==> src/sv/lsh_pkg.sv <==
package lsh_pkg;

    // histogram geometry
    localparam int NUM_BINS_DEF = 256;
    localparam int BIN_WIDTH_US = 100;
    localparam int FULL_PERCENT = 100;

    // configuration reset value
    localparam logic [7:0] TAIL_RESET = 8'd167;

    // floor(x / 100) for any 32-bit x is (x * magic) >> 37
    localparam logic [31:0] DIV100_MAGIC = 32'h51EB_851F;
    localparam int          DIV100_SHIFT = 37;

endpackage

==> src/sv/lsh_bin_index.sv <==
module lsh_bin_index #(
    parameter int NUM_BINS = lsh_pkg::NUM_BINS_DEF,
    parameter int BIN_W    = $clog2(NUM_BINS)
) (
    input  logic             i_clk,
    input  logic [31:0]      i_us,
    output logic [BIN_W-1:0] o_bin
);

    localparam int Q_W = 64 - lsh_pkg::DIV100_SHIFT;

    logic [63:0]    r_prod;
    logic [Q_W-1:0] quot;

    // reciprocal multiply, registered
    always_ff @(posedge i_clk) begin
        r_prod <= {32'd0, i_us} * {32'd0, lsh_pkg::DIV100_MAGIC};
    end

    // quotient by 100, saturated at the last bin
    assign quot  = r_prod[63:lsh_pkg::DIV100_SHIFT];
    assign o_bin = (quot >= Q_W'(NUM_BINS)) ? BIN_W'(NUM_BINS - 1) : quot[BIN_W-1:0];

endmodule

==> config.mk <==
export PLATFORM = sky130hd
export DESIGN_NAME = lsh_bin_index
export DESIGN_NICKNAME = d
export VERILOG_FILES = /design/src/sv/lsh_pkg.sv /design/src/sv/lsh_bin_index.sv
export SDC_FILE = /design/constraint.sdc
export NUM_CORES = 1
export LEC_CHECK = 0
export ABC_AREA = 1
export BUFFER_PORTS_ARGS = -buffer_cell sky130_fd_sc_hd__buf_2
export CAP_MARGIN = 5
export CORE_ASPECT_RATIO = 0.9
export CORE_UTILIZATION = 60
export CTS_BUF_LIST = sky130_fd_sc_hd__clkbuf_4 sky130_fd_sc_hd__clkbuf_8 sky130_fd_sc_hd__clkbuf_16
export CTS_CLUSTER_SIZE = 8
export DETAILED_ROUTE_END_ITERATION = 8
export PLACE_DENSITY_LB_ADDON = 0.25
export SLEW_MARGIN = 10
export SYNTH_ARGS = -nofsm -noshare
export SYNTH_HDL_FRONTEND = slang
export SYNTH_SLANG_ARGS = --single-unit
==> constraint.sdc <==
create_clock -name i_clk -period 8.8 [get_ports i_clk]
set_clock_uncertainty 0.05 [all_clocks]
set_input_delay 1.76 -clock i_clk [delete_from_list [all_inputs] [get_ports i_clk]]
set_output_delay 1.76 -clock i_clk [all_outputs]
set_load 0.03 [all_outputs]
---- Word-level counts from Yosys, hierarchy flattened ----
Index checks and enable logic that the tools add are counted.
word-level totals
  flip-flop bits (word level) ............. 63
  bits of input ports ..................... 33
  output and inout bits ................... 8
  logic and storage cells ................. 4
operators by class
  multiply operators ...................... 1
  magnitude comparators ................... 1
  muxes and demuxes ....................... 1
operators with widths
  cell                                                                                  number
  32-bit by 31-bit multiplier with 63-bit output, second input constant                 1
  26-bit by 9-bit greater-or-equal comparator with 1-bit output, second input constant  1
  8-bit two-way mux                                                                     1

---- Depth between registers and ports, before layout ----
Gate-level depths: netlist (run 1).
  depth in word-level cells ............... 2
  gate-level depth with buffers ........... 27
  mapped depth without buffers ............ 27

---- Least setup slack after synthesis (run 1) ----
Ideal clock, no wire load.
  kind .................................... input port to flip-flop
  start ................................... in i_us[4]
  end ..................................... reg r_prod[61]
  library setup time ...................... 112 ps
  arrival time ............................ 6745 ps
  data required time ...................... 8638 ps
  slack ................................... 1893 ps
  cell stages on the path ................. 23
  path buffers ............................ 0
  cell sequence ........................... inv_1 > fa_1 > inv_1 > ha_1 > fa_1 > inv_1 > fa_1 > inv_1 > fa_1 > fa_1 > fa_1 > inv_1 > fa_1 > inv_1 > ha_1 > nand2_2 > nor2_1 > nand2_1 > nor3_2 > and2_1 > nand2_1 > nand3_1 > nand2_1
between the ends
  word-level cells in the longest chain between the ends .. 1
RTL lines
  item                                            RTL line             source
  from (decl)                                     lsh_bin_index.sv:6   input logic [31:0] i_us,
  32-bit by 31-bit multiplier with 63-bit output  lsh_bin_index.sv:17  r_prod <= {32'd0, i_us} * {32'd0, lsh_pkg::DIV100_MAGIC};
  to (signal assigned)                            lsh_bin_index.sv:17
  to (decl)                                       lsh_bin_index.sv:12  logic [63:0] r_prod;
Every way passes these cells.

---- Final worst setup path (run 1) ----
  start ................................... in i_us[11]
  end ..................................... reg r_prod[45]
The elaborated chain is that of the path after synthesis.

==> qor.csv, run 1 <==
stage,metric,value,unit
final_layout,Top reg by flops,r_prod,
final_layout,most frequent cells in the layout,"inv_1 (896), nand2_1 (531), ha_1 (393)",
worst_setup_path,Critical Path RT,8.91,ns
sta,period utilization,0.8887,
floorplan,Site Rows,63,
final_layout,diode count,0,
clocking,Resized Gates After CTS,0,
route,DR vias,15190,
global_routing,GR Util All Layers,0.3523,
clocking,"Hold-fix buffers, CTS",0,
worst_setup_path,"Slowest-stage cell, CP",fa_1,
sta,worst-margin pin slew,0.8223,ns
worst_setup_path,CP Launch Type,input port,
route,routed vias/inst,5.117,
floorplan,Initial Utilization,0.6081,
synth,Avg Inst Size Synth,7.989,µm²
flow_run,MaxCap Viol Count,0,
worst_setup_path,cell chain of the critical path,"buf_2, ha_1, inv_1, fa_1, inv_1, fa_1, fa_1, fa_1, fa_1, fa_1, inv_1, fa_1, inv_1, ha_1, nand2_1, nor2_1, nand2_1, nor3_2, nand3_1, nand4_1, nand2_1",
final_layout,Fill cells,2954,
synth,post-synthesis cell area,0.01999,mm²
place,I/O Buffers,40,
worst_setup_path,critical path class,in2reg,
floorplan,core box area,0.03287,mm²
route,Detailed Route Iter0 Violations,1192,
clocking,CTS Buffer Depth,2,
synth,Ys Warns,0,
route,Pre-Repair DR Iteration Count,6,
synth,Syn Nets,3317,
clocking,CTS buffer count,3,
place,DP HPWL,51350,µm
route,Wirelength per Cell,18.65,µm
final_layout,share of layout cells above drive strength 1,0.03731,
sta,setup TNS,0,ns
sta,final hold violation count,0,
clocking,Clock Tree Root,clkbuf_16,
synth,#FFs+latches synth,26,
place,RePlAce Congestion,1.021,
worst_setup_path,delay of the slowest cell on the worst path,0.60,ns
route,drt drc,0,
final_layout,Finished Layout Cells,2968,
floorplan,Die Area,0.03405,mm²
worst_setup_path,Setup crit end kind,flip-flop,
sta,fmax,0.1279,GHz
synth,Yosys cell types,23,
clocking,"Reg clk slew, reported paths",0.07,ns
worst_setup_path,WP buf/inv,5,
synth,"top cells by area, synth","fa_1 (39%), ha_1 (25%), inv_1 (17%)",
min_path,min-delay worst type,in2reg,
worst_setup_path,CP max FO,10,
sta,Slew headroom,0.4476,
clocking,H-tree lvl count,1,
global_routing,initial antenna violation count,0,
synth,"Seq/Total Area, Yosys",0.02604,
sta,final setup fails,0,
place,Placed Cells incl. Taps,2964,
final_layout,post-route cell area,0.02081,mm²
floorplan,# IOs,41,
synth,largest area contributor in the netlist,fa_1,
floorplan,Horiz. Die Dim,194.4,µm
global_routing,pin count of the biggest net entering global routing,15,
clocking,CTS tree,done,
final_layout,area grow syn2layout,4.088,%
global_routing,first-pass GRT wire length,89490,µm
clocking,Clock Sinks,26,
global_routing,number of global-route vias before repair,16390,
global_routing,grt total ovfl,0,
final_layout,max reg flops,26,
final_layout,"commonest non-fill, non-tap cell in the layout",inv_1,
sta,RSZ-0062 raised after global routing,no,
sta,final max-slew violation count,0,
place,pre-CTS WS,0.8354,ns
sta,Setup WS post-layout,0.9792,ns
floorplan,height of the die,175.2,µm
final_layout,Total Nets Final,3362,
status,status,completed,
worst_setup_path,most frequent CP cell,fa_1,
sta,minimum clock period,7.821,ns
synth,post-synth top area share,0.3896,
worst_setup_path,"delay-heaviest family, CP",adder cells,
final_layout,biggest regs,r_prod (26),
clocking,post-CTS setup buffer count,0,
route,drt total wl,55360,µm
place,placed instance area,0.02072,mm²
route,ANT nets after route,0,
worst_setup_path,Worst Path Arrival,7.93,ns
synth,Cells after Synth,2502,
## final timing paths
path,start,end,cells after the start
min,i_us[31],r_prod[62],6
max,i_us[11],r_prod[45],21
## stage by stage
| stage | hold slack, ns | utilization |
|---|---|---|
| 2_1_floorplan | 2.201 | - |
| 4_1_cts | 2.502 | 0.6329 |
| 3_5_place_dp | 2.229 | 0.6302 |
| 6_report | 2.485 | 0.6329 |
| 3_3_place_gp | 2.233 | 0.6302 |
| 5_1_grt | 2.557 | 0.6329 |
## layout make-up
type / count / area [µm²] / area share
Tap cell: 422 / 528.0 / 0.02538
Multi-Input combinational cell: 1571 / 16070 / 0.7724
Inverter: 905 / 3397 / 0.1633
Timing Repair Buffer: 40 / 200.2 / 0.009622
Sequential cell: 26 / 520.5 / 0.02502
Clock buffer: 4 / 88.84 / 0.004270
## metal layers
layer	global-route usage	up-vias	part of all wire
met2	0.5758	544	0.45
li1	-	7292	-
met5	0	-	0
met1	0.4794	7233	0.44
met3	0.04323	118	0.068
met4	0.1392	0	0.048
## kinds of logic after synthesis
kind of cell,Yosys count,share of synthesized area
AO/OA/AOI/OAI,53,0.01415
XOR/XNOR,4,0.001753
adder cells (fa/ha/maj),782,0.6356
buffers and inverters,905,0.1700
flip-flops,26,0.02604
AND/OR/NAND/NOR,732,0.1525
## tightest hold or removal path, cell delays in order
cell,delay [ns]
buf_2,0.26
fa_1,0.25
xor2_1,0.09
xor2_1,0.19
nand3_1,0.09
nand2_1,0.09
## cells in the mapped netlist (all sizes together)
library cell  number
a21oi             42
and2               1
dfxtp             26
fa               389
ha               393
inv              905
nand2            545
nand3             55
nand4             14
nor2              88
nor3              24
nor4               4
o21ai              4
o21bai             7
or2                1
xnor2              2
xor2               2
Power of run 1 is left out: the tool's default activity adds up to more than one toggle a clock period on the data nets, which glitch-free logic cannot reach.
==> run 2: changes to the inputs <==
CORE_UTILIZATION = 58   (was 60)
==> run 2 against run 1 <==
  * Routed wire length is 1.1% higher
  * Critical path depth stayed put
  * Utilization is 1.9 points lower
  * Final cell count is 1.3% higher
  * Global-route usage is 0.74 points lower
  * Sequential share of layout area hardly changed
  * First-iteration DRC count is 22% lower
  * Fmax is 0.28% higher
  * Critical endpoint unchanged
  * Non-clock buffer count stayed put
==> qor.csv, run 2 (same netlist as run 1, synthesis figures left out) <==
stage,metric,value,unit,change
route,Wirelength per Cell,18.61,µm,-0.23%
final_layout,max reg flops,26,,unchanged
final_layout,Total Nets Final,3362,,unchanged
final_layout,area grow syn2layout,4.269,%,
final_layout,most frequent cells in the layout,"inv_1 (896), nand2_1 (531), ha_1 (393)",,
sta,Slew headroom,0.3496,,-0.09801
clocking,Clock Tree Root,clkbuf_16,,
final_layout,diode count,0,,unchanged
worst_setup_path,"Slowest-stage cell, CP",fa_1,,
clocking,H-tree lvl count,1,,unchanged
worst_setup_path,Critical Path RT,8.91,ns,about the same
floorplan,Horiz. Die Dim,197.7,µm,+1.7%
worst_setup_path,CP max FO,10,,unchanged
floorplan,Initial Utilization,0.5887,,-0.01938
sta,period utilization,0.8862,,-0.002503
sta,final max-slew violation count,0,,unchanged
final_layout,post-route cell area,0.02084,mm²,+0.17%
place,I/O Buffers,40,,unchanged
route,drt drc,0,,unchanged
floorplan,core box area,0.03395,mm²,+3.3%
place,RePlAce Congestion,1.063,,+4.2%
global_routing,pin count of the biggest net entering global routing,14,,-1
route,ANT nets after route,0,,unchanged
clocking,CTS Buffer Depth,2,,unchanged
min_path,min-delay worst type,in2reg,,
global_routing,number of global-route vias before repair,16100,,-1.7%
global_routing,grt total ovfl,0,,unchanged
flow_run,MaxCap Viol Count,0,,unchanged
clocking,post-CTS setup buffer count,0,,unchanged
final_layout,"commonest non-fill, non-tap cell in the layout",inv_1,,
sta,worst-margin pin slew,0.9682,ns,+0.1459 ns
place,placed instance area,0.02077,mm²,+0.24%
clocking,CTS tree,done,,
place,DP HPWL,51810,µm,+0.90%
clocking,Resized Gates After CTS,0,,unchanged
route,routed vias/inst,5.011,,-2.1%
final_layout,biggest regs,r_prod (26),,
clocking,"Hold-fix buffers, CTS",0,,unchanged
floorplan,Site Rows,64,,+1.6%
floorplan,Die Area,0.03521,mm²,+3.4%
worst_setup_path,CP Launch Type,input port,,
route,Detailed Route Iter0 Violations,926,,-22%
clocking,Clock Sinks,26,,unchanged
final_layout,Top reg by flops,r_prod,,
min_path,hold_sp,i_us[31],,
floorplan,# IOs,41,,unchanged
final_layout,Fill cells,3181,,+7.7%
clocking,CTS buffer count,3,,unchanged
global_routing,first-pass GRT wire length,88820,µm,-0.76%
min_path,Hold EP,r_prod[62],,
worst_setup_path,critical path class,in2reg,,
worst_setup_path,delay of the slowest cell on the worst path,0.57,ns,-0.03 ns
route,Pre-Repair DR Iteration Count,5,,-1
clocking,"Reg clk slew, reported paths",0.07,ns,about the same
route,drt total wl,55960,µm,+1.1%
global_routing,GR Util All Layers,0.3449,,-0.007434
route,DR vias,15070,,-0.78%
sta,final setup fails,0,,unchanged
sta,setup TNS,0,ns,unchanged
sta,fmax,0.1282,GHz,+0.28%
worst_setup_path,Setup crit end kind,flip-flop,,
worst_setup_path,most frequent CP cell,fa_1,,
worst_setup_path,Worst Path Arrival,7.90,ns,-0.03 ns
final_layout,share of layout cells above drive strength 1,0.03694,,-0.0003783
sta,minimum clock period,7.799,ns,-0.02202 ns
global_routing,initial antenna violation count,0,,unchanged
worst_setup_path,cell chain of the critical path,"buf_2, ha_1, inv_1, fa_1, inv_1, fa_1, fa_1, fa_1, fa_1, fa_1, inv_1, fa_1, inv_1, ha_1, nand2_1, nor2_1, nand2_1, nor3_2, nand3_1, nand4_1, nand2_1",,
worst_setup_path,Setup crit start,i_us[13],,
sta,RSZ-0062 raised after global routing,no,,
min_path,hold depth,6,,unchanged
floorplan,height of the die,178.1,µm,+1.7%
status,status,completed,,
sta,final hold violation count,0,,unchanged
run 2: cell count changes in the layout (fill, tap and decap cells not counted):
cell,before,now
clkbuf_8,1,0
run 2: final cells by class:
cell class	instances	area, µm²	share of cell area
Clock buffer	3	75.07	0.003602
Inverter	905	3397	0.1630
Multi-Input combinational cell	1571	16070	0.7711
Sequential cell	26	520.5	0.02497
Tap cell	462	578.1	0.02774
Timing Repair Buffer	40	200.2	0.009606
run 2: how the worst max path moves through the flow:
stage	cells after the start	endpoint	slack, ns
after floorplan	23	r_prod[61]	1.89
after global placement	21	r_prod[45]	0.84
after detailed placement	21	r_prod[45]	0.87
after CTS	21	r_prod[45]	1.10
after global routing	21	r_prod[45]	0.81
final	21	r_prod[45]	1.00
run 2: routing by layer:
metal / up-vias / share of wire / global-route usage
li1: 7291 / - / -
met1: 7244 / 0.43 / 0.4590
met2: 448 / 0.45 / 0.5688
met3: 86 / 0.072 / 0.05975
met4: 0 / 0.042 / 0.1192
met5: - / 0 / 0
run 2: worst max-delay path: cells and delay by family:
family | cells | cell delay (ns)
adder cells (fa/ha/maj) | 9 | 4.08
buffers and inverters | 5 | 0.69
AND/OR/NAND/NOR | 7 | 1.36
run 2: stage by stage:
| stage | utilization | setup slack (ns) | std cells | hold slack [ns] |
|---|---|---|---|---|
| after CTS | 0.6138 | 1.103 | 3007 | 2.463 |
| after global routing | 0.6138 | 0.8108 | 3007 | 2.534 |
| after detailed placement | 0.6116 | 0.8697 | 3004 | 2.234 |
| after global placement | 0.6116 | 0.8426 | 3004 | 2.226 |
| final | 0.6138 | 1.001 | 3007 | 2.475 |
| after floorplan | - | 1.893 | 2502 | 2.201 |
Power of run 2 is left out for the same reason.
==> run 3: changes to the inputs <==
CELL_PAD_IN_SITES_DETAIL_PLACEMENT = 0   (was default)
CELL_PAD_IN_SITES_GLOBAL_PLACEMENT = 1   (was default)
CORE_UTILIZATION = 51   (was 58)
CTS_BUF_LIST = sky130_fd_sc_hd__clkbuf_8   (was sky130_fd_sc_hd__clkbuf_4 sky130_fd_sc_hd__clkbuf_8 sky130_fd_sc_hd__clkbuf_16)
==> run 3 against run 2 <==
  * Count of clock-buffer cells in the layout is 1 higher
  * Global-route usage fell by 2.9 points
  * Largest cell class unchanged
  * Critical endpoint unchanged
  * Final area grew 0.28%
==> qor.csv, run 3 (same netlist as run 1, synthesis figures left out) <==
stage,metric,value,unit,change
place,pre-CTS WS,0.7447,ns,-0.1250 ns
final_layout,area grow syn2layout,4.563,%,
route,Wirelength per Cell,19.24,µm,+3.4%
place,I/O Buffers,40,,unchanged
floorplan,Horiz. Die Dim,210.7,µm,+6.6%
final_layout,"commonest non-fill, non-tap cell in the layout",inv_1,,
sta,final max-slew violation count,0,,unchanged
route,WL met2,26570,µm,+4.5%
min_path,hold depth,6,,unchanged
sta,setup TNS,0,ns,unchanged
clocking,CTS buffer count,3,,unchanged
final_layout,Total Nets Final,3362,,unchanged
final_layout,Fill cells,3798,,+19%
worst_setup_path,Worst Path Arrival,7.98,ns,+0.08 ns
final_layout,Final Util,0.5435,,-0.07037
sta,fmax,0.1275,GHz,-0.58%
route,Detailed Route Iter0 Violations,965,,+4.2%
sta,Setup WS post-layout,0.9559,ns,-0.04533 ns
sta,Slew headroom,0.2580,,-0.09159
clocking,Clock Sinks,26,,unchanged
floorplan,core box area,0.03846,mm²,+13%
clocking,Resized Gates After CTS,0,,unchanged
place,Placed Cells incl. Taps,3067,,+2.1%
clocking,Clock Tree Root,clkbuf_8,,
global_routing,grt total ovfl,0,,unchanged
sta,RSZ-0062 raised after global routing,no,,
worst_setup_path,CP max FO,8,,-2
worst_setup_path,Critical Path RT,8.94,ns,+0.03 ns
route,Pre-Repair DR Iteration Count,5,,unchanged
global_routing,number of global-route vias before repair,16250,,+0.92%
worst_setup_path,CP Launch Type,input port,,
clocking,CTS Buffer Depth,2,,unchanged
place,DP HPWL,55020,µm,+6.2%
worst_setup_path,Setup crit end kind,flip-flop,,
final_layout,Finished Layout Cells,3071,,+2.1%
route,drt total wl,59070,µm,+5.6%
floorplan,Die Area,0.03999,mm²,+14%
global_routing,GR Util All Layers,0.3163,,-0.02852
sta,worst-margin pin slew,1.105,ns,+0.1363 ns
final_layout,max reg flops,26,,unchanged
final_layout,most frequent cells in the layout,"inv_1 (896), nand2_1 (531), ha_1 (393)",,
min_path,min-delay worst type,in2reg,,
floorplan,Site Rows,68,,+6.3%
clocking,CTS tree,done,,
sta,final setup fails,0,,unchanged
route,ANT nets after route,0,,unchanged
final_layout,share of layout cells above drive strength 1,0.03731,,+0.0003783
global_routing,pin count of the biggest net entering global routing,15,,+1
route,Met3 Wirelength,3376,µm,-16%
sta,final hold violation count,0,,unchanged
min_path,hold_sp,i_us[31],,
clocking,"Reg clk slew, reported paths",0.10,ns,+0.03 ns
final_layout,diode count,0,,unchanged
route,met1 wire length,26980,µm,+12%
clocking,post-CTS setup buffer count,0,,unchanged
min_path,Hold EP,r_prod[62],,
sta,minimum clock period,7.844,ns,+0.04533 ns
clocking,H-tree lvl count,1,,unchanged
route,DR vias,14960,,-0.70%
global_routing,first-pass GRT wire length,92590,µm,+4.3%
sta,period utilization,0.8914,,+0.005151
floorplan,Initial Utilization,0.5197,,-0.06895
final_layout,Top reg by flops,r_prod,,
flow_run,MaxCap Viol Count,0,,unchanged
route,drt drc,0,,unchanged
route,routed vias/inst,4.872,,-2.8%
floorplan,height of the die,189.8,µm,+6.6%
final_layout,Sequential Area,520.5,µm²,unchanged
route,max layer used,met4,,
floorplan,# IOs,41,,unchanged
global_routing,initial antenna violation count,0,,unchanged
place,RePlAce Congestion,1.003,,-5.7%
final_layout,area of the multi-input gates,0.01607,mm²,unchanged
worst_setup_path,critical path class,in2reg,,
status,status,completed,,
final_layout,biggest regs,r_prod (26),,
clocking,"Hold-fix buffers, CTS",0,,unchanged
[run 3: cell types whose count changed in the layout (fill, tap and decap cells not counted), sizes merged]
cell	delta
clkbuf	+1
[run 3: worst max path at each step]
| stage | slack (ns) | endpoint | from |
|---|---|---|---|
| 5_1_grt | 0.72 | r_prod[45] | i_us[4] |
| 2_1_floorplan | 1.89 | r_prod[61] | i_us[4] |
| 4_1_cts | 1.02 | r_prod[45] | i_us[4] |
| 3_5_place_dp | 0.74 | r_prod[45] | i_us[4] |
| 3_3_place_gp | 0.76 | r_prod[45] | i_us[11] |
| 6_report | 0.96 | r_prod[45] | i_us[4] |
[run 3: layer usage]
layer / global-route usage / up-vias
met3: 0.03912 / 81
met5: 0 / -
li1: - / 7285
met2: 0.5173 / 372
met4: 0.09560 / 0
met1: 0.4392 / 7225
[run 3: cell type report]
| cell class | count | share of cell area |
|---|---|---|
| Clock buffer | 4 | 0.002634 |
| Tap cell | 525 | 0.03143 |
| Sequential cell | 26 | 0.02490 |
| Multi-Input combinational cell | 1571 | 0.7689 |
| Timing Repair Buffer | 40 | 0.009579 |
| Inverter | 905 | 0.1625 |
[run 3: metrics by stage]
step	instance area [µm²]	hold WS [ns]
detailed placement	20850	2.228
CTS	20900	2.492
global placement	20850	2.224
floorplan	19990	2.201
global route	20900	2.546
finish	20900	2.481
[run 3: critical path, stage by stage]
cell	delay, ns
buf_2	0.25
inv_1	0.19
fa_1	0.62
inv_1	0.07
ha_1	0.23
fa_1	0.50
inv_1	0.06
fa_1	0.53
inv_1	0.05
fa_1	0.50
fa_1	0.43
fa_1	0.49
inv_1	0.05
fa_1	0.47
inv_1	0.04
ha_1	0.32
nand2_2	0.11
nor2_1	0.26
nand2_1	0.15
nor3_2	0.39
nand3_1	0.28
nand4_1	0.17
nand2_1	0.06
Power of run 3 is left out for the same reason.
